`src/mlfq_priority_update_engine_defines.svh`:
```
// Assertion macros used by the scheduler engine controller.
// Each macro expects i_clk and i_rst_n in the scope where it is used.
`ifndef MLFQ_PRIORITY_UPDATE_ENGINE_DEFINES_SVH
`define MLFQ_PRIORITY_UPDATE_ENGINE_DEFINES_SVH

// Same-cycle implication, disabled during reset.
`define MLFQ_ASSERT_NOW(label, ante, cons, msg) \
    label: assert property (@(posedge i_clk) disable iff (!i_rst_n) (ante) |-> (cons)) \
        else $error(msg);

// Next-cycle implication, disabled during reset.
`define MLFQ_ASSERT_NEXT(label, ante, cons, msg) \
    label: assert property (@(posedge i_clk) disable iff (!i_rst_n) (ante) |=> (cons)) \
        else $error(msg);

`endif

```
`src/mlfq_pkg.sv`:
```
// Package for the scheduler engine: datapath command codes, register indexes,
// field widths and the command and status structs. No dependencies.
`default_nettype none

package mlfq_pkg;

    // Fixed field widths of the request and result ports.
    localparam int SLOT_W   = 4;
    localparam int NICE_W   = 6;
    localparam int RC_W     = 32;
    localparam int READY_W  = 5;
    localparam int PRIO_W   = 6;
    localparam int LA_OUT_W = 31;
    localparam int TPS_W    = 10;
    localparam int CFG_DATA_W = 10;

    // Configuration register indexes.
    localparam int CFG_IDX_W = 2;
    typedef logic [CFG_IDX_W-1:0] t_cfg_idx;
    localparam t_cfg_idx CFG_SCHED_EN     = 2'd0;
    localparam t_cfg_idx CFG_TICKS_PER_SEC = 2'd1;
    localparam t_cfg_idx CFG_PRIO_MAX     = 2'd2;
    localparam t_cfg_idx CFG_PRIO_MIN     = 2'd3;

    // Datapath operation codes.
    localparam int OP_W = 4;
    typedef logic [OP_W-1:0] t_op;
    localparam t_op OP_NONE      = 4'd0;
    localparam t_op OP_SET       = 4'd1;
    localparam t_op OP_TICK      = 4'd2;
    localparam t_op OP_LA_MUL    = 4'd3;
    localparam t_op OP_LA_ADD    = 4'd4;
    localparam t_op OP_DIV_START = 4'd5;
    localparam t_op OP_DIV_STEP  = 4'd6;
    localparam t_op OP_DIV_END   = 4'd7;
    localparam t_op OP_DECAY_MUL = 4'd8;
    localparam t_op OP_DECAY_WR  = 4'd9;
    localparam t_op OP_INC_RD    = 4'd10;
    localparam t_op OP_INC_WR    = 4'd11;
    localparam t_op OP_EMIT_PRI  = 4'd12;
    localparam t_op OP_EMIT_SUM  = 4'd13;

    // Command from the controller to the datapath.
    typedef struct packed {
        t_op  op;
        logic out_hold;
    } t_cmd;

    // Status from the datapath to the controller.
    typedef struct packed {
        logic sched_en;
        logic second;
        logic fourth;
        logic run_idle;
        logic run_ok;
        logic live;
        logic out_free;
    } t_status;

endpackage

`default_nettype wire

```
`src/mlfq_dpath.sv`:
```
// Datapath of the scheduler engine: configuration, tick counters, load average,
// slot memory, shared multiplier, serial divider and result register. Uses mlfq_pkg.
`default_nettype none

module mlfq_dpath #(
    parameter int THREAD_SLOTS  = 16,
    parameter int FRACTION_BITS = 14
) (
    input  wire logic                                i_clk,
    input  wire logic                                i_rst_n,
    input  wire mlfq_pkg::t_cmd                      i_cmd,
    input  wire logic [$clog2(THREAD_SLOTS)-1:0]     i_idx,
    output mlfq_pkg::t_status                        o_status,
    // Configuration write port.
    input  wire logic                                i_cfg_valid,
    input  wire mlfq_pkg::t_cfg_idx                  i_cfg_index,
    input  wire logic [mlfq_pkg::CFG_DATA_W-1:0]     i_cfg_data,
    // Request payload.
    input  wire logic [mlfq_pkg::SLOT_W-1:0]         i_slot,
    input  wire logic                                i_slot_live,
    input  wire logic signed [mlfq_pkg::NICE_W-1:0]  i_slot_nice,
    input  wire logic signed [mlfq_pkg::RC_W-1:0]    i_slot_recent_cpu,
    input  wire logic [mlfq_pkg::SLOT_W-1:0]         i_running_slot,
    input  wire logic                                i_running_is_idle,
    input  wire logic [mlfq_pkg::READY_W-1:0]        i_ready_count,
    // Result channel.
    output logic                                     o_out_valid,
    input  wire logic                                i_out_stall,
    output logic                                     o_kind,
    output logic [mlfq_pkg::SLOT_W-1:0]              o_out_slot,
    output logic [mlfq_pkg::PRIO_W-1:0]              o_priority_res,
    output logic [mlfq_pkg::LA_OUT_W-1:0]            o_load_average,
    output logic                                     o_yield_request,
    output logic                                     o_last
);

    localparam int AW  = $clog2(THREAD_SLOTS);
    localparam int F   = FRACTION_BITS;
    localparam int DW  = 32 + FRACTION_BITS;
    localparam int EW  = mlfq_pkg::NICE_W + 32;
    localparam logic signed [31:0] FP_ONE = 32'(1 << FRACTION_BITS);
    localparam logic signed [31:0] FP_M1  = 32'((1 << FRACTION_BITS) - 1);
    localparam logic signed [63:0] FP_M1_64 = 64'((1 << FRACTION_BITS) - 1);
    localparam logic signed [31:0] C59 = 32'((59 << FRACTION_BITS) / 60);
    localparam logic [31:0]        C1  = 32'((1 << FRACTION_BITS) / 60);

    // Configuration registers.
    logic                              r_en;
    logic [mlfq_pkg::TPS_W-1:0]        r_tps;
    logic [mlfq_pkg::PRIO_W-1:0]       r_pmax;
    logic [mlfq_pkg::PRIO_W-1:0]       r_pmin;

    // Tick bookkeeping.
    logic [mlfq_pkg::TPS_W-1:0]        r_phase;
    logic [mlfq_pkg::TPS_W-1:0]        n_phase;
    logic [1:0]                        r_tick2;
    logic [1:0]                        n_tick2;
    logic                              r_second;
    logic                              r_fourth;
    logic [mlfq_pkg::SLOT_W-1:0]       r_run;
    logic                              r_idle;
    logic [mlfq_pkg::READY_W-1:0]      r_ready;

    // Arithmetic state.
    logic signed [31:0]                r_la;
    logic signed [63:0]                r_prod;
    logic signed [31:0]                r_coeff;
    logic [32:0]                       r_rem;
    logic [DW-1:0]                     r_quo;
    logic [31:0]                       r_dvsr;
    logic                              r_dneg;
    logic                              r_dzero;

    // Slot storage.
    logic [EW-1:0]                     r_mem [THREAD_SLOTS];
    logic [THREAD_SLOTS-1:0]           r_written;
    logic [THREAD_SLOTS-1:0]           r_live;
    logic [EW-1:0]                     r_rd;
    logic                              r_rd_w;

    // Combinational signals.
    logic                              set_ok;
    logic                              run_ok;
    logic [AW-1:0]                     set_a;
    logic [AW-1:0]                     run_a;
    logic [AW-1:0]                     rd_a;
    logic [AW-1:0]                     wr_a;
    logic                              we;
    logic [EW-1:0]                     wd;
    logic signed [mlfq_pkg::NICE_W-1:0] eff_nice;
    logic signed [31:0]                eff_rc;
    logic signed [31:0]                nice_ext;
    logic signed [31:0]                mul_a;
    logic signed [31:0]                mul_b;
    logic signed [63:0]                mul_p;
    logic signed [63:0]                p_adj;
    logic signed [63:0]                p_q;
    logic signed [31:0]                p_lo;
    logic [5:0]                        ready_n;
    logic signed [31:0]                twice;
    logic signed [31:0]                den;
    logic signed [DW-1:0]              dvd;
    logic [32:0]                       rem_sh;
    logic                              q_bit;
    logic [31:0]                       q32;
    logic signed [31:0]                rc4;
    logic signed [31:0]                pmax_s;
    logic signed [31:0]                pmin_s;
    logic signed [31:0]                x1;
    logic signed [31:0]                x2;
    logic signed [31:0]                xq;
    logic signed [31:0]                p1;
    logic signed [31:0]                p2;
    logic                              out_free;

    // Address and range checks.
    assign set_ok = ({28'd0, i_slot} < 32'(THREAD_SLOTS));
    assign run_ok = ({28'd0, r_run} < 32'(THREAD_SLOTS));
    assign set_a  = AW'(i_slot);
    assign run_a  = AW'(r_run);
    assign rd_a   = (i_cmd.op == mlfq_pkg::OP_INC_RD) ? run_a : i_idx;

    // An entry never written reads as zero.
    assign eff_nice = r_rd_w ? $signed(r_rd[EW-1:32]) : '0;
    assign eff_rc   = r_rd_w ? $signed(r_rd[31:0]) : '0;
    assign nice_ext = 32'(eff_nice);

    // Shared signed multiplier and truncation toward zero by 2^F.
    assign mul_a = (i_cmd.op == mlfq_pkg::OP_LA_MUL) ? r_la : r_coeff;
    assign mul_b = (i_cmd.op == mlfq_pkg::OP_LA_MUL) ? C59 : eff_rc;
    assign mul_p = 64'(mul_a) * 64'(mul_b);
    assign p_adj = r_prod + (r_prod[63] ? FP_M1_64 : 64'sd0);
    assign p_q   = p_adj >>> F;
    assign p_lo  = p_q[31:0];

    // Ready threads plus the running one when it is not idle.
    assign ready_n = 6'(r_ready) + 6'(!r_idle);

    // Divider operands for the decay coefficient.
    assign twice = r_la <<< 1;
    assign den   = twice + FP_ONE;
    assign dvd   = {twice, {F{1'b0}}};
    assign rem_sh = {r_rem[31:0], r_quo[DW-1]};
    assign q_bit  = (rem_sh >= {1'b0, r_dvsr});
    assign q32    = r_quo[31:0];

    // Priority from the entry read at the current slot.
    assign rc4    = (eff_rc + (eff_rc[31] ? 32'sd3 : 32'sd0)) >>> 2;
    assign pmax_s = $signed({26'd0, r_pmax});
    assign pmin_s = $signed({26'd0, r_pmin});
    assign x1     = (pmax_s <<< F) - rc4;
    assign x2     = x1 - (nice_ext <<< (F + 1));
    assign xq     = (x2 + (x2[31] ? FP_M1 : 32'sd0)) >>> F;
    assign p1     = (xq > pmax_s) ? pmax_s : xq;
    assign p2     = (p1 < pmin_s) ? pmin_s : p1;

    // Memory write selection.
    always_comb begin
        we   = 1'b0;
        wr_a = i_idx;
        wd   = {eff_nice, p_lo + (nice_ext <<< F)};
        case (i_cmd.op)
            mlfq_pkg::OP_SET: begin
                we   = set_ok;
                wr_a = set_a;
                wd   = {i_slot_nice, i_slot_recent_cpu};
            end
            mlfq_pkg::OP_DECAY_WR: begin
                we = 1'b1;
            end
            mlfq_pkg::OP_INC_WR: begin
                we   = 1'b1;
                wr_a = run_a;
                wd   = {eff_nice, eff_rc + FP_ONE};
            end
            default: begin
                we = 1'b0;
            end
        endcase
    end

    // Slot memory with registered read.
    always_ff @(posedge i_clk) begin
        if (we) begin
            r_mem[wr_a] <= wd;
        end
        r_rd <= r_mem[rd_a];
    end

    // Written and live marks per slot, plus the read-side written mark.
    always_ff @(posedge i_clk) begin
        if (!i_rst_n) begin
            r_written <= '0;
            r_live    <= '0;
            r_rd_w    <= 1'b0;
        end else begin
            if (we) begin
                r_written[wr_a] <= 1'b1;
            end
            if (i_cmd.op == mlfq_pkg::OP_SET && set_ok) begin
                r_live[set_a] <= i_slot_live;
            end
            r_rd_w <= r_written[rd_a];
        end
    end

    // Configuration registers.
    always_ff @(posedge i_clk) begin
        if (!i_rst_n) begin
            r_en   <= 1'b0;
            r_tps  <= 10'd100;
            r_pmax <= 6'd63;
            r_pmin <= 6'd0;
        end else if (i_cfg_valid) begin
            case (i_cfg_index)
                mlfq_pkg::CFG_SCHED_EN:      r_en   <= i_cfg_data[0];
                mlfq_pkg::CFG_TICKS_PER_SEC: r_tps  <= i_cfg_data;
                mlfq_pkg::CFG_PRIO_MAX:      r_pmax <= i_cfg_data[5:0];
                mlfq_pkg::CFG_PRIO_MIN:      r_pmin <= i_cfg_data[5:0];
                default:                     r_en   <= r_en;
            endcase
        end
    end

    // Tick counters, the second and fourth-tick flags and the load average.
    assign n_phase = r_phase + 10'd1;
    assign n_tick2 = r_tick2 + 2'd1;

    always_ff @(posedge i_clk) begin
        if (!i_rst_n) begin
            r_phase  <= '0;
            r_tick2  <= '0;
            r_second <= 1'b0;
            r_fourth <= 1'b0;
            r_la     <= '0;
        end else begin
            if (i_cmd.op == mlfq_pkg::OP_TICK) begin
                r_tick2  <= n_tick2;
                r_fourth <= (n_tick2 == 2'd0);
                r_second <= (n_phase >= r_tps);
                r_phase  <= (n_phase >= r_tps) ? '0 : n_phase;
            end
            if (i_cmd.op == mlfq_pkg::OP_LA_ADD) begin
                r_la <= p_lo + $signed(C1 * {26'd0, ready_n});
            end
        end
    end

    // Tick payload is captured when the tick is accepted.
    always_ff @(posedge i_clk) begin
        if (i_cmd.op == mlfq_pkg::OP_TICK) begin
            r_run   <= i_running_slot;
            r_idle  <= i_running_is_idle;
            r_ready <= i_ready_count;
        end
    end

    // Product register and the restoring divider.
    always_ff @(posedge i_clk) begin
        case (i_cmd.op)
            mlfq_pkg::OP_LA_MUL, mlfq_pkg::OP_DECAY_MUL: begin
                r_prod <= mul_p;
            end
            mlfq_pkg::OP_DIV_START: begin
                r_rem   <= '0;
                r_quo   <= twice[31] ? DW'(-dvd) : DW'(dvd);
                r_dvsr  <= den[31] ? 32'(-den) : 32'(den);
                r_dneg  <= twice[31] ^ den[31];
                r_dzero <= (den == 32'sd0);
            end
            mlfq_pkg::OP_DIV_STEP: begin
                r_rem <= q_bit ? (rem_sh - {1'b0, r_dvsr}) : rem_sh;
                r_quo <= {r_quo[DW-2:0], q_bit};
            end
            mlfq_pkg::OP_DIV_END: begin
                r_coeff <= r_dzero ? 32'sd0 : (r_dneg ? $signed(-q32) : $signed(q32));
            end
            default: begin
                r_prod <= r_prod;
            end
        endcase
    end

    // Result register: loads on an emit command, clears when taken.
    assign out_free = !o_out_valid || !i_out_stall;

    always_ff @(posedge i_clk) begin
        if (!i_rst_n) begin
            o_out_valid <= 1'b0;
        end else if (i_cmd.op == mlfq_pkg::OP_EMIT_PRI || i_cmd.op == mlfq_pkg::OP_EMIT_SUM) begin
            o_out_valid <= 1'b1;
        end else if (!i_out_stall) begin
            o_out_valid <= 1'b0;
        end
    end

    always_ff @(posedge i_clk) begin
        if (i_cmd.op == mlfq_pkg::OP_EMIT_PRI) begin
            o_kind          <= 1'b1;
            o_out_slot      <= mlfq_pkg::SLOT_W'(i_idx);
            o_priority_res  <= p2[5:0];
            o_load_average  <= r_la[30:0];
            o_yield_request <= 1'b1;
            o_last          <= 1'b0;
        end else if (i_cmd.op == mlfq_pkg::OP_EMIT_SUM) begin
            o_kind          <= 1'b0;
            o_out_slot      <= '0;
            o_priority_res  <= '0;
            o_load_average  <= r_la[30:0];
            o_yield_request <= r_en & r_fourth;
            o_last          <= 1'b1;
        end
    end

    // Status toward the controller.
    always_comb begin
        o_status.sched_en = r_en;
        o_status.second   = r_second;
        o_status.fourth   = r_fourth;
        o_status.run_idle = r_idle;
        o_status.run_ok   = run_ok;
        o_status.live     = r_live[i_idx];
        o_status.out_free = out_free && !i_cmd.out_hold;
    end

endmodule

`default_nettype wire

```
`src/mlfq_ctrl.sv`:
```
// Controller of the scheduler engine: sequences a tick through the load average,
// divider, decay, increment and priority passes. Uses mlfq_pkg and the defines header.
`default_nettype none
`include "mlfq_priority_update_engine_defines.svh"

module mlfq_ctrl #(
    parameter int THREAD_SLOTS  = 16,
    parameter int FRACTION_BITS = 14
) (
    input  wire logic                             i_clk,
    input  wire logic                             i_rst_n,
    input  wire logic                             i_in_valid,
    input  wire logic                             i_req_type,
    output logic                                  o_in_stall,
    input  wire mlfq_pkg::t_status                i_status,
    output mlfq_pkg::t_cmd                        o_cmd,
    output logic [$clog2(THREAD_SLOTS)-1:0]       o_idx
);

    localparam int AW = $clog2(THREAD_SLOTS);
    localparam int DW = 32 + FRACTION_BITS;
    localparam int CW = $clog2(DW);
    localparam logic [AW-1:0] IDX_LAST = AW'(THREAD_SLOTS - 1);
    localparam logic [CW-1:0] CNT_LAST = CW'(DW - 1);

    localparam logic [3:0] S_IDLE    = 4'd0;
    localparam logic [3:0] S_DECIDE  = 4'd1;
    localparam logic [3:0] S_LA_MUL  = 4'd2;
    localparam logic [3:0] S_LA_ADD  = 4'd3;
    localparam logic [3:0] S_DIV_ST  = 4'd4;
    localparam logic [3:0] S_DIV     = 4'd5;
    localparam logic [3:0] S_DIV_END = 4'd6;
    localparam logic [3:0] S_DC_RD   = 4'd7;
    localparam logic [3:0] S_DC_MUL  = 4'd8;
    localparam logic [3:0] S_DC_WR   = 4'd9;
    localparam logic [3:0] S_INC_RD  = 4'd10;
    localparam logic [3:0] S_INC_WR  = 4'd11;
    localparam logic [3:0] S_PR_RD   = 4'd12;
    localparam logic [3:0] S_PR_EM   = 4'd13;
    localparam logic [3:0] S_SUM     = 4'd14;

    logic [3:0]    r_state;
    logic [3:0]    n_state;
    logic [AW-1:0] r_idx;
    logic [AW-1:0] n_idx;
    logic [CW-1:0] r_cnt;
    logic [CW-1:0] n_cnt;

    assign o_idx      = r_idx;
    assign o_in_stall = (r_state != S_IDLE);

    // Next state and command.
    always_comb begin
        n_state      = r_state;
        n_idx        = r_idx;
        n_cnt        = r_cnt;
        o_cmd.op     = mlfq_pkg::OP_NONE;
        o_cmd.out_hold = 1'b0;
        case (r_state)
            S_IDLE: begin
                if (i_in_valid) begin
                    if (i_req_type) begin
                        o_cmd.op = mlfq_pkg::OP_SET;
                    end else begin
                        o_cmd.op = mlfq_pkg::OP_TICK;
                        n_state  = S_DECIDE;
                    end
                end
            end
            S_DECIDE: begin
                if (!i_status.sched_en) begin
                    n_state = S_SUM;
                end else if (i_status.second) begin
                    n_state = S_LA_MUL;
                end else begin
                    n_state = S_INC_RD;
                end
            end
            S_LA_MUL: begin
                o_cmd.op = mlfq_pkg::OP_LA_MUL;
                n_state  = S_LA_ADD;
            end
            S_LA_ADD: begin
                o_cmd.op = mlfq_pkg::OP_LA_ADD;
                n_state  = S_DIV_ST;
            end
            S_DIV_ST: begin
                o_cmd.op = mlfq_pkg::OP_DIV_START;
                n_cnt    = '0;
                n_state  = S_DIV;
            end
            S_DIV: begin
                o_cmd.op = mlfq_pkg::OP_DIV_STEP;
                n_cnt    = r_cnt + CW'(1);
                if (r_cnt == CNT_LAST) begin
                    n_state = S_DIV_END;
                end
            end
            S_DIV_END: begin
                o_cmd.op = mlfq_pkg::OP_DIV_END;
                n_idx    = '0;
                n_state  = S_DC_RD;
            end
            S_DC_RD: begin
                if (i_status.live) begin
                    n_state = S_DC_MUL;
                end else if (r_idx == IDX_LAST) begin
                    n_state = S_INC_RD;
                end else begin
                    n_idx = r_idx + AW'(1);
                end
            end
            S_DC_MUL: begin
                o_cmd.op = mlfq_pkg::OP_DECAY_MUL;
                n_state  = S_DC_WR;
            end
            S_DC_WR: begin
                o_cmd.op = mlfq_pkg::OP_DECAY_WR;
                if (r_idx == IDX_LAST) begin
                    n_state = S_INC_RD;
                end else begin
                    n_idx   = r_idx + AW'(1);
                    n_state = S_DC_RD;
                end
            end
            S_INC_RD: begin
                n_idx = '0;
                if (!i_status.run_idle && i_status.run_ok) begin
                    o_cmd.op = mlfq_pkg::OP_INC_RD;
                    n_state  = S_INC_WR;
                end else if (i_status.fourth) begin
                    n_state = S_PR_RD;
                end else begin
                    n_state = S_SUM;
                end
            end
            S_INC_WR: begin
                o_cmd.op = mlfq_pkg::OP_INC_WR;
                n_state  = i_status.fourth ? S_PR_RD : S_SUM;
            end
            S_PR_RD: begin
                if (i_status.live) begin
                    n_state = S_PR_EM;
                end else if (r_idx == IDX_LAST) begin
                    n_state = S_SUM;
                end else begin
                    n_idx = r_idx + AW'(1);
                end
            end
            S_PR_EM: begin
                if (i_status.out_free) begin
                    o_cmd.op = mlfq_pkg::OP_EMIT_PRI;
                    if (r_idx == IDX_LAST) begin
                        n_state = S_SUM;
                    end else begin
                        n_idx   = r_idx + AW'(1);
                        n_state = S_PR_RD;
                    end
                end
            end
            S_SUM: begin
                if (i_status.out_free) begin
                    o_cmd.op = mlfq_pkg::OP_EMIT_SUM;
                    n_state  = S_IDLE;
                end
            end
            default: begin
                n_state = S_IDLE;
            end
        endcase
    end

    // State registers.
    always_ff @(posedge i_clk) begin
        if (!i_rst_n) begin
            r_state <= S_IDLE;
            r_idx   <= '0;
            r_cnt   <= '0;
        end else begin
            r_state <= n_state;
            r_idx   <= n_idx;
            r_cnt   <= n_cnt;
        end
    end

    // A result is only loaded when the result register can take it.
    `MLFQ_ASSERT_NOW(a_emit_free, (o_cmd.op == mlfq_pkg::OP_EMIT_PRI || o_cmd.op == mlfq_pkg::OP_EMIT_SUM), i_status.out_free, "emit while result register busy")
    // The summary closes a tick and frees the request side.
    `MLFQ_ASSERT_NEXT(a_sum_idle, (o_cmd.op == mlfq_pkg::OP_EMIT_SUM), (r_state == S_IDLE && !o_in_stall), "no return to idle after summary")
    // The divider runs only inside its own window.
    `MLFQ_ASSERT_NOW(a_div_win, (o_cmd.op == mlfq_pkg::OP_DIV_STEP), (r_state == S_DIV && r_cnt <= CNT_LAST), "divider step outside its window")

endmodule

`default_nettype wire

```
`src/mlfq_priority_update_engine.sv`:
```
// Scheduler bookkeeping engine: load average, recent cpu and priority per slot.
// Set-slot request: stores the slot entry, no result. Tick request: with scheduling
// off only the summary; on a second boundary the load average, the divider and a
// decay pass over the live slots; then the increment of the running slot unless
// idle; on a fourth tick a priority per live slot, longer while results stall.
// Synchronous active-low reset clears control state and all slot marks.
`default_nettype none

module mlfq_priority_update_engine #(
    parameter int THREAD_SLOTS  = 16,
    parameter int FRACTION_BITS = 14
) (
    input  wire logic                                i_clk,
    input  wire logic                                i_rst_n,
    // Request channel.
    input  wire logic                                i_in_valid,
    output logic                                     o_in_stall,
    input  wire logic                                i_req_type,
    input  wire logic [mlfq_pkg::SLOT_W-1:0]         i_slot,
    input  wire logic                                i_slot_live,
    input  wire logic signed [mlfq_pkg::NICE_W-1:0]  i_slot_nice,
    input  wire logic signed [mlfq_pkg::RC_W-1:0]    i_slot_recent_cpu,
    input  wire logic [mlfq_pkg::SLOT_W-1:0]         i_running_slot,
    input  wire logic                                i_running_is_idle,
    input  wire logic [mlfq_pkg::READY_W-1:0]        i_ready_count,
    // Result channel.
    output logic                                     o_out_valid,
    input  wire logic                                i_out_stall,
    output logic                                     o_kind,
    output logic [mlfq_pkg::SLOT_W-1:0]              o_out_slot,
    output logic [mlfq_pkg::PRIO_W-1:0]              o_priority_res,
    output logic [mlfq_pkg::LA_OUT_W-1:0]            o_load_average,
    output logic                                     o_yield_request,
    output logic                                     o_last,
    // Configuration write channel.
    input  wire logic                                i_cfg_valid,
    output logic                                     o_cfg_ready,
    input  wire mlfq_pkg::t_cfg_idx                  i_cfg_index,
    input  wire logic [mlfq_pkg::CFG_DATA_W-1:0]     i_cfg_data
);

    localparam int AW = $clog2(THREAD_SLOTS);

    mlfq_pkg::t_cmd    cmd;
    mlfq_pkg::t_status status;
    logic [AW-1:0]     idx;
    logic              cfg_we;

    // Configuration writes are always taken.
    assign o_cfg_ready = 1'b1;
    assign cfg_we      = i_cfg_valid & o_cfg_ready;

    mlfq_ctrl #(
        .THREAD_SLOTS  (THREAD_SLOTS),
        .FRACTION_BITS (FRACTION_BITS)
    ) u_ctrl (
        .i_clk      (i_clk),
        .i_rst_n    (i_rst_n),
        .i_in_valid (i_in_valid),
        .i_req_type (i_req_type),
        .o_in_stall (o_in_stall),
        .i_status   (status),
        .o_cmd      (cmd),
        .o_idx      (idx)
    );

    mlfq_dpath #(
        .THREAD_SLOTS  (THREAD_SLOTS),
        .FRACTION_BITS (FRACTION_BITS)
    ) u_dpath (
        .i_clk             (i_clk),
        .i_rst_n           (i_rst_n),
        .i_cmd             (cmd),
        .i_idx             (idx),
        .o_status          (status),
        .i_cfg_valid       (cfg_we),
        .i_cfg_index       (i_cfg_index),
        .i_cfg_data        (i_cfg_data),
        .i_slot            (i_slot),
        .i_slot_live       (i_slot_live),
        .i_slot_nice       (i_slot_nice),
        .i_slot_recent_cpu (i_slot_recent_cpu),
        .i_running_slot    (i_running_slot),
        .i_running_is_idle (i_running_is_idle),
        .i_ready_count     (i_ready_count),
        .o_out_valid       (o_out_valid),
        .i_out_stall       (i_out_stall),
        .o_kind            (o_kind),
        .o_out_slot        (o_out_slot),
        .o_priority_res    (o_priority_res),
        .o_load_average    (o_load_average),
        .o_yield_request   (o_yield_request),
        .o_last            (o_last)
    );

endmodule

`default_nettype wire
```
`config.mk`:
```
export PLATFORM = sky130hd
export DESIGN_NAME = mlfq_priority_update_engine
export DESIGN_NICKNAME = d
export VERILOG_FILES = /design/src/mlfq_pkg.sv /design/src/mlfq_dpath.sv /design/src/mlfq_ctrl.sv /design/src/mlfq_priority_update_engine.sv
export VERILOG_INCLUDE_DIRS = /design/src /design/src/src
export SDC_FILE = /design/constraint.sdc
export NUM_CORES = 2
export LEC_CHECK = 0
export ABC_AREA = 1
export BUFFER_PORTS_ARGS = -buffer_cell sky130_fd_sc_hd__buf_2
export CAP_MARGIN = 40
export CORE_UTILIZATION = 52
export CTS_CLUSTER_DIAMETER = 30
export DETAILED_ROUTE_END_ITERATION = 7
export PLACE_DENSITY = 0.68
export SETUP_SLACK_MARGIN = 0.1
export SYNTH_ARGS = -nofsm -noshare
export SYNTH_HDL_FRONTEND = slang
export SYNTH_SLANG_ARGS = --single-unit
```
`constraint.sdc`:
```
create_clock -name i_clk -period 12.5 [get_ports i_clk]
set_input_delay 0.625 -clock i_clk [delete_from_list [all_inputs] [get_ports i_clk]]
set_output_delay 0.625 -clock i_clk [all_outputs]
set_load 0.05 [all_outputs]
```
Word-level counts from Yosys, hierarchy flattened
Memory sizes are Yosys's and may differ from the RTL's. A register that Yosys moved wholly into a read port is not among the register bits.
Cells that the tools add are included.
{"block": "op_classes", "add_sub_neg": 18, "multipliers": 2, "div": 0, "order_cmp": 10, "eq_ne": 41, "shift": 0, "muxes": 66, "bitwise": 3, "reduce_logical": 26}
{"operator": "32-bit two-way mux", "n": 6}
{"operator": "31-bit two-way mux", "n": 3}
{"operator": "4-bit two-way mux", "n": 23}
{"operator": "46-bit case mux with 2 select lines", "n": 1}
{"operator": "38-bit case mux with 2 select lines", "n": 1}
{"operator": "32-bit by 16-bit adder with 32-bit output (second input constant)", "n": 2}
{"operator": "32-bit by 32-bit multiplier with 64-bit output", "n": 1}
{"operator": "32-bit negator", "n": 2}
{"operator": "32-bit case mux with 2 select lines", "n": 1}
{"operator": "4-bit case mux with 15 select lines", "n": 1}
{"operator": "4-bit equality test (second input constant)", "n": 14}
{"operator": "4-bit case mux with 12 select lines", "n": 1}
{"operator": "46-bit adder", "n": 1}
{"operator": "46-bit two-way mux", "n": 1}
{"operator": "46-bit negator", "n": 1}
{"operator": "33-bit by 32-bit greater-or-equal comparator with 1-bit output", "n": 1}
{"operator": "32-bit by 15-bit adder with 32-bit output", "n": 1}
{"operator": "32-bit by 16-bit adder with 32-bit output", "n": 1}
{"operator": "32-bit by 20-bit adder with 32-bit output", "n": 1}
{"operator": "32-bit by 3-bit adder with 32-bit output", "n": 1}
{"operator": "4-bit by 3-bit equality test with 1-bit output (second input constant)", "n": 8}
{"operator": "32-bit zero test", "n": 1}
{"operator": "32-bit by 7-bit < comparator with 1-bit output", "n": 1}
{"operator": "31-bit by 21-bit subtractor with 32-bit output", "n": 1}
{"operator": "other kinds (46)", "n": 91}
{"block": "totals", "regBits": 379, "latchBits": 0, "ramBits": 608, "romBits": 0, "input_bits": 71, "output_inout_bits": 47, "word_cells": 200, "mem_count": 1}
{"name": "u_dpath.r_mem", "depth": 16, "width": 38, "read_ports": 1, "rd_ports_with_merged_regs": 1, "wr": 1, "line_no": "mlfq_dpath.sv:75", "source": "logic [EW-1:0] r_mem [THREAD_SLOTS];"}

Depth between registers and ports, before layout
{"block": "logic_depth", "depth_word": 12, "ltp_mapped": 69, "ltp_nobuf": 64}

Hierarchy
From an unflattened synthesis, not the netlist that was laid out.
{"block": "hier_totals", "hier_cells": 9589, "area_unflattened_um2": 86738.2}
{"module": "mlfq_dpath", "n_inst": 1, "cells_per_inst": 9378, "area_each_um2": 85434.4, "seq_area_each_um2": 28377.2}
{"module": "mlfq_ctrl", "n_inst": 1, "cells_per_inst": 209, "area_each_um2": 1292.5, "seq_area_each_um2": 280.3}
{"module": "mlfq_priority_update_engine", "n_inst": 1, "cells_per_inst": 2, "area_each_um2": 11.3, "seq_area_each_um2": 0.0}

Worst setup path before layout
Ideal clock, no wire load.
{"block": "synth_timing", "path_type": "register to register", "start": "register u_ctrl.r_state[1]", "end": "register u_dpath.r_prod[44], data pin", "setup_time_ns": 0.265, "arrival_time_ns": 8.747, "required_ns": 12.235, "slack_ns": 3.488, "path_stages_with_launch": 43, "path_buffers": 4, "cell_sequence": "dfxtp_1 > inv_1 > nor2_1 > inv_1 > nor2_1 > clkbuf_1 > clkbuf_1 > buf_1 > nor2_1 > inv_1 > clkbuf_1 > nand2_1 > fa_1 > inv_1 > fa_1 > fa_1 > fa_1 > inv_1 > [... 7 more ...] > ha_1 > a21oi_1 > o21ai_0 > a21oi_1 > o21ai_1 > a21boi_0 > o21ai_0 > a21boi_1 > o21ai_0 > a21boi_1 > inv_1 > nand2_1 > o211ai_1 > a21boi_1 > o21ai_0 > a21boi_1 > o21ai_0 > xor2_1"}
{"block": "synth_via", "elab_chain_len": 5, "elab_cells_between_ends": 17, "cone_classes": "mul: 1; eq/ne: 12; mux: 3; reduce/logical: 1"}
{"item": "start: declaration", "line_no": "mlfq_ctrl.sv:42", "source": "logic [3:0] r_state;"}
{"item": "start signal: assignment", "line_no": "mlfq_ctrl.sv:180", "source": "r_state <= n_state;"}
{"item": "4-bit equality test (tied with other cells)", "line_no": "mlfq_ctrl.sv:59", "source": "case (r_state)"}
{"item": "4-bit case mux with 12 select lines *", "line_no": "mlfq_ctrl.sv:59"}
{"item": "4-bit by 2-bit equality test with 1-bit output *", "line_no": "mlfq_dpath.sv:129, mlfq_dpath.sv:130"}
{"item": "32-bit two-way mux (on tied branches)", "line_no": "mlfq_dpath.sv:129, mlfq_dpath.sv:130"}
{"item": "32-bit by 32-bit multiplier with 64-bit output *", "line_no": "mlfq_dpath.sv:131", "source": "assign mul_p = 64'(mul_a) * 64'(mul_b);"}
{"item": "net u_dpath.mul_p[44]", "line_no": "mlfq_dpath.sv:95", "source": "logic signed [63:0] mul_p;"}
{"item": "end signal: assignment", "line_no": "mlfq_dpath.sv:262", "source": "r_prod <= mul_p;"}
{"item": "end signal: assignment", "line_no": "mlfq_dpath.sv:279", "source": "r_prod <= r_prod;"}
{"item": "end: declaration", "line_no": "mlfq_dpath.sv:66", "source": "logic signed [63:0] r_prod;"}
Mark *: on every way through the listed nets, which the timed path passes. The rest lies on a longest branch.
A chain may end at the register's enable or synchronous reset.

Final worst setup path
{"block": "layout_timing", "start": "register u_ctrl.r_state[1]", "end": "register u_dpath.r_prod[42], data pin"}
The elaborated chain is that of the path after synthesis.

==> flow_summary.rst <==
.. list-table::
   :header-rows: 1

   * - Metric
     - Value
   * - Run status
     - complete, but fails checks
   * - Violations in the final reports
     - DRC
   * - Layout Nets
     - 11030
   * - Post-layout minimum cycle time
     - 11.20 ns
   * - Register clock-pin slew on the reported worst setup and hold paths
     - 0.05 ns
   * - Path class of the lowest-slack min-delay path
     - input pin to flop
   * - Cell type with the largest total area after synthesis
     - sky130_fd_sc_hd__edfxtp_1
   * - Reg2reg end
     - u_dpath.r_prod[42]$_DFFE_PP_
   * - Via count of the first global-routing pass
     - slightly below 70000
   * - Number of buffers and inverters on the critical path
     - 11
   * - Dominant delay contributor by cell family on the critical path
     - compound AO/OA/AOI/OAI gates
   * - Global-route wire length before repair
     - 426200 um
   * - Highest-delay cell along the critical path
     - sky130_fd_sc_hd__a21oi_1
   * - Global-route total usage across every layer
     - 0.3430
   * - Post-synth design cell area
     - approximately 86000 um2
   * - Deepest clock path buffer count
     - 3
   * - Final RePlAce weighted congestion
     - 1.053
   * - Cell depth of the worst flop-to-flop path
     - 43
   * - Most Frequent Cell on Critical Path
     - sky130_fd_sc_hd__inv_1
   * - Sum of negative setup slack
     - 0 ns
   * - Violation count after the first detailed-route iteration
     - 7571
   * - Remaining routing DRC violations
     - 11
   * - Worst Min Path Start
     - i_cfg_data[6]
   * - Starting utilization of the core area
     - 0.5246
   * - Routed wire length
     - 283000 um
   * - Type of element launching the critical path
     - flop
   * - Endpoints failing hold
     - 0
   * - Final setup violating endpoints
     - 0
   * - Gate count of the mapped netlist
     - between 9000 and 10000
   * - Share of the yosys chip area belonging to registers
     - 0.3349
   * - R2R Path Start
     - u_ctrl.r_state[1]$_SDFFE_PN0P_
   * - Unrepaired setup endpoints after global routing
     - no
   * - Vias after detailed routing
     - 68430
   * - TritonCTS clock tree
     - yes
   * - Number of enable flip-flop cells after synthesis
     - 849
   * - Max-Slew Margin vs Limit
     - 0.3625
   * - Share of cells above drive strength 1
     - 0.08733
   * - Most frequent standard cell in the layout excluding fill and tap cells
     - sky130_fd_sc_hd__inv_1
   * - Count of clock tree sinks
     - 1007
   * - Endpoint kind of the worst setup timing path
     - flop
   * - Root buffer cell
     - sky130_fd_sc_hd__clkbuf_16
   * - Filler cell count in the final layout
     - 13630
   * - Number of maximum-capacitance violations
     - 0
   * - Syn_area_per_cell
     - 9.155 um2
   * - Flip-flop and latch count after synthesis
     - 1007
   * - Via-to-Cell Ratio
     - ~5.8
   * - Synth cell types
     - between 60 and 70
   * - Area inside the core boundary
     - 163100 um2
   * - First-pass iteration count of the detailed router
     - 8
   * - Post-route core utilization
     - 0.5982
   * - Number of buffers inserted to repair setup after CTS
     - 0
   * - Overflow left after global routing
     - 0
   * - Ports
     - 118
   * - Residual antenna-violating net count after detailed routing
     - 0
   * - Critical path data required time
     - 13.10 ns
   * - H-tree levels
     - 4
   * - Site Rows
     - between 100 and 150
   * - Most used flip-flop cell after synthesis
     - sky130_fd_sc_hd__edfxtp_1
   * - Area of the die
     - 166200 um2
   * - Worst-case clock skew
     - 0.1502 ns
   * - Worst R2R Setup Slack
     - 1.30 ns
   * - Arrival time at the worst endpoint
     - about 12 ns
   * - Async SR Flop Fraction
     - 0
   * - Start-to-end type of the worst setup path
     - flop to flop
   * - Pins over their slew limit
     - 0
   * - Relative area change from synthesis to final layout
     - 14.03%
   * - Share of the clock period used by the worst path
     - 0.8960
   * - Largest incremental delay on the critical path
     - 0.77 ns
   * - Ranking of synthesized cells by area
     - sky130_fd_sc_hd__edfxtp_1 30%, sky130_fd_sc_hd__fa_1 26%, sky130_fd_sc_hd__inv_1 7.9%, sky130_fd_sc_hd__nand2_1 7.0%, sky130_fd_sc_hd__ha_1 5.1%
   * - Inserted Clock Buffers
     - 214
   * - Pin count of the biggest net entering global routing
     - around 120
   * - Hold Crit Endpoint
     - u_dpath.r_tps[6]$_SDFFE_PN1P_
   * - Net count after synthesis
     - 10860
   * - Width of the die
     - around 400 um
   * - Latest clock arrival within the worst-skew pair
     - 0.90 ns
   * - Number of antenna violations at the first check in global routing
     - 15
   * - Worst hold slack
     - between 0.09 and 0.1 ns
   * - Quantity of I/O buffers inserted on ports
     - 116
   * - Worst-Margin Slew
     - approximately 0.96 ns
   * - Yosys warning count
     - 0
   * - Maximum operating frequency
     - 0.08928 GHz
   * - Top-area cell type share of the netlist area
     - 0.2979
   * - Detailed placer's ending HPWL
     - 210700 um
   * - Worst Path Max Fanout
     - 19
   * - Die Ht
     - 407.7 um
   * - Hold Crit Depth
     - 3
   * - Average wire length per cell after detail routing
     - 23.80 um
   * - Commonest non-fill, non-tap cells in the layout
     - 1798 x sky130_fd_sc_hd__inv_1, 1590 x sky130_fd_sc_hd__nand2_1, 1091 x sky130_fd_sc_hd__fa_1, 1028 x sky130_fd_sc_hd__nor2_1, 849 x sky130_fd_sc_hd__edfxtp_1
[how the worst max path moves through the flow]
stage | startpoint | endpoint | slack, ns | cells after the start
2_1_floorplan | u_ctrl.r_state[1]$_SDFFE_PN0P_ | u_dpath.r_prod[44]$_DFFE_PP_ | 3.49 | 42
3_3_place_gp | u_ctrl.r_state[1]$_SDFFE_PN0P_ | u_dpath.r_prod[44]$_DFFE_PP_ | 1.71 | 43
3_5_place_dp | u_ctrl.r_state[1]$_SDFFE_PN0P_ | u_dpath.r_prod[42]$_DFFE_PP_ | 1.48 | 43
4_1_cts | u_ctrl.r_state[1]$_SDFFE_PN0P_ | u_dpath.r_prod[42]$_DFFE_PP_ | 1.48 | 43
5_1_grt | u_ctrl.r_state[1]$_SDFFE_PN0P_ | u_dpath.r_prod[42]$_DFFE_PP_ | 0.69 | 43
6_report | u_ctrl.r_state[1]$_SDFFE_PN0P_ | u_dpath.r_prod[42]$_DFFE_PP_ | 1.30 | 43
[flip-flops by register name (all words and copies together) (netlist names), 5 cells and up]
register and count:
u_ctrl.r_cnt 6, u_dpath.o_load_average 31, u_dpath.o_priority_res 6, u_dpath.r_coeff 32
u_dpath.r_dvsr 31, u_dpath.r_la 32, u_dpath.r_live 16, u_dpath.r_mem 608
u_dpath.r_phase 10, u_dpath.r_pmax 6, u_dpath.r_pmin 6, u_dpath.r_prod 47
u_dpath.r_quo 46, u_dpath.r_rd 38, u_dpath.r_ready 5, u_dpath.r_rem 32
u_dpath.r_tps 10, u_dpath.r_written 16
[kinds of logic (layout without fill, tap and decap cells)]
group	after synthesis	in the layout	synth area share
compound gates	1323	1323	0.08904
xor+xnor	231	231	0.02364
fa+ha+maj	1439	1439	0.3061
buf+inv	2201	2563	0.09692
flops	1007	1007	0.3349
other cells	1	8	0.00004382
simple gates	3146	3146	0.1494
[what timing repair did]
action | in CTS | in global routing
resized for setup | 0 | 0
setup endpoints to repair | 0 | 0
hold buffers | 10 | 0
endpoints found under the hold margin | 10 | 0
[worst register-to-register path: cells and delay by family (launching register included)]
kind	cells	cell delay, ns
adder cells (fa/ha/maj)	9	3.45
buffers and inverters	11	1.74
AO/OA/AOI/OAI	15	3.91
AND/OR/NAND/NOR	7	1.39
XOR/XNOR	1	0.17
flip-flops	1	0.36
[area by class of cell]
type / instances / area (um2) / area share
multi-input cells: 6140 / 48960 / 0.5017
repair buffers: 326 / 2381 / 0.02440
well taps: 2175 / 2721 / 0.02789
inverters: 1827 / 6873 / 0.07043
clock inverters: 178 / 2474 / 0.02535
diodes: 7 / 17.52 / 0.0001795
clock buffers: 232 / 5504 / 0.05640
flip-flops and latches: 1007 / 28660 / 0.2937
[metrics by stage]
step / setup WS, ns / cell area [um2] / instances
global placement: 1.714 / 89110 / 11440
finish: 1.300 / 97590 / 11890
global route: 0.6872 / 97580 / 11890
floorplan: 3.488 / 85580 / 9348
CTS: 1.483 / 97540 / 11880
detailed placement: 1.481 / 89460 / 11460
[cells in the mapped netlist (8+ instances only)]
master / count
sky130_fd_sc_hd__nor2_1: 1063
sky130_fd_sc_hd__nand3b_1: 13
sky130_fd_sc_hd__a31oi_1: 14
sky130_fd_sc_hd__buf_1: 14
sky130_fd_sc_hd__nand2_1: 1590
sky130_fd_sc_hd__o211ai_1: 75
sky130_fd_sc_hd__inv_2: 16
sky130_fd_sc_hd__dfxtp_1: 158
sky130_fd_sc_hd__clkinv_1: 8
sky130_fd_sc_hd__ha_1: 348
sky130_fd_sc_hd__o21bai_1: 8
sky130_fd_sc_hd__a211oi_1: 14
sky130_fd_sc_hd__o21a_1: 10
sky130_fd_sc_hd__fa_1: 1091
sky130_fd_sc_hd__o21ai_1: 31
sky130_fd_sc_hd__edfxtp_1: 849
sky130_fd_sc_hd__inv_1: 1803
sky130_fd_sc_hd__nor3b_1: 10
sky130_fd_sc_hd__nor3_1: 118
sky130_fd_sc_hd__nand2_2: 13
sky130_fd_sc_hd__nand3_1: 200
sky130_fd_sc_hd__a21oi_1: 351
sky130_fd_sc_hd__o221ai_1: 118
sky130_fd_sc_hd__clkbuf_1: 353
sky130_fd_sc_hd__xor2_1: 163
sky130_fd_sc_hd__nor4_1: 27
sky130_fd_sc_hd__o22ai_1: 50
sky130_fd_sc_hd__o21ai_0: 588
sky130_fd_sc_hd__or2_2: 22
sky130_fd_sc_hd__nand4_1: 49
sky130_fd_sc_hd__xnor2_1: 68
sky130_fd_sc_hd__a22oi_1: 14
[per-layer routing]
layer  part of all wire  global-route usage
met5            0.00048                   0
met4              0.055              0.1694
met3               0.12             0.08937
met2               0.44              0.5099
met1               0.39              0.4665
Power is not shown: default switching activity piles up to over one toggle a cycle in this logic, so the estimate is an artifact.
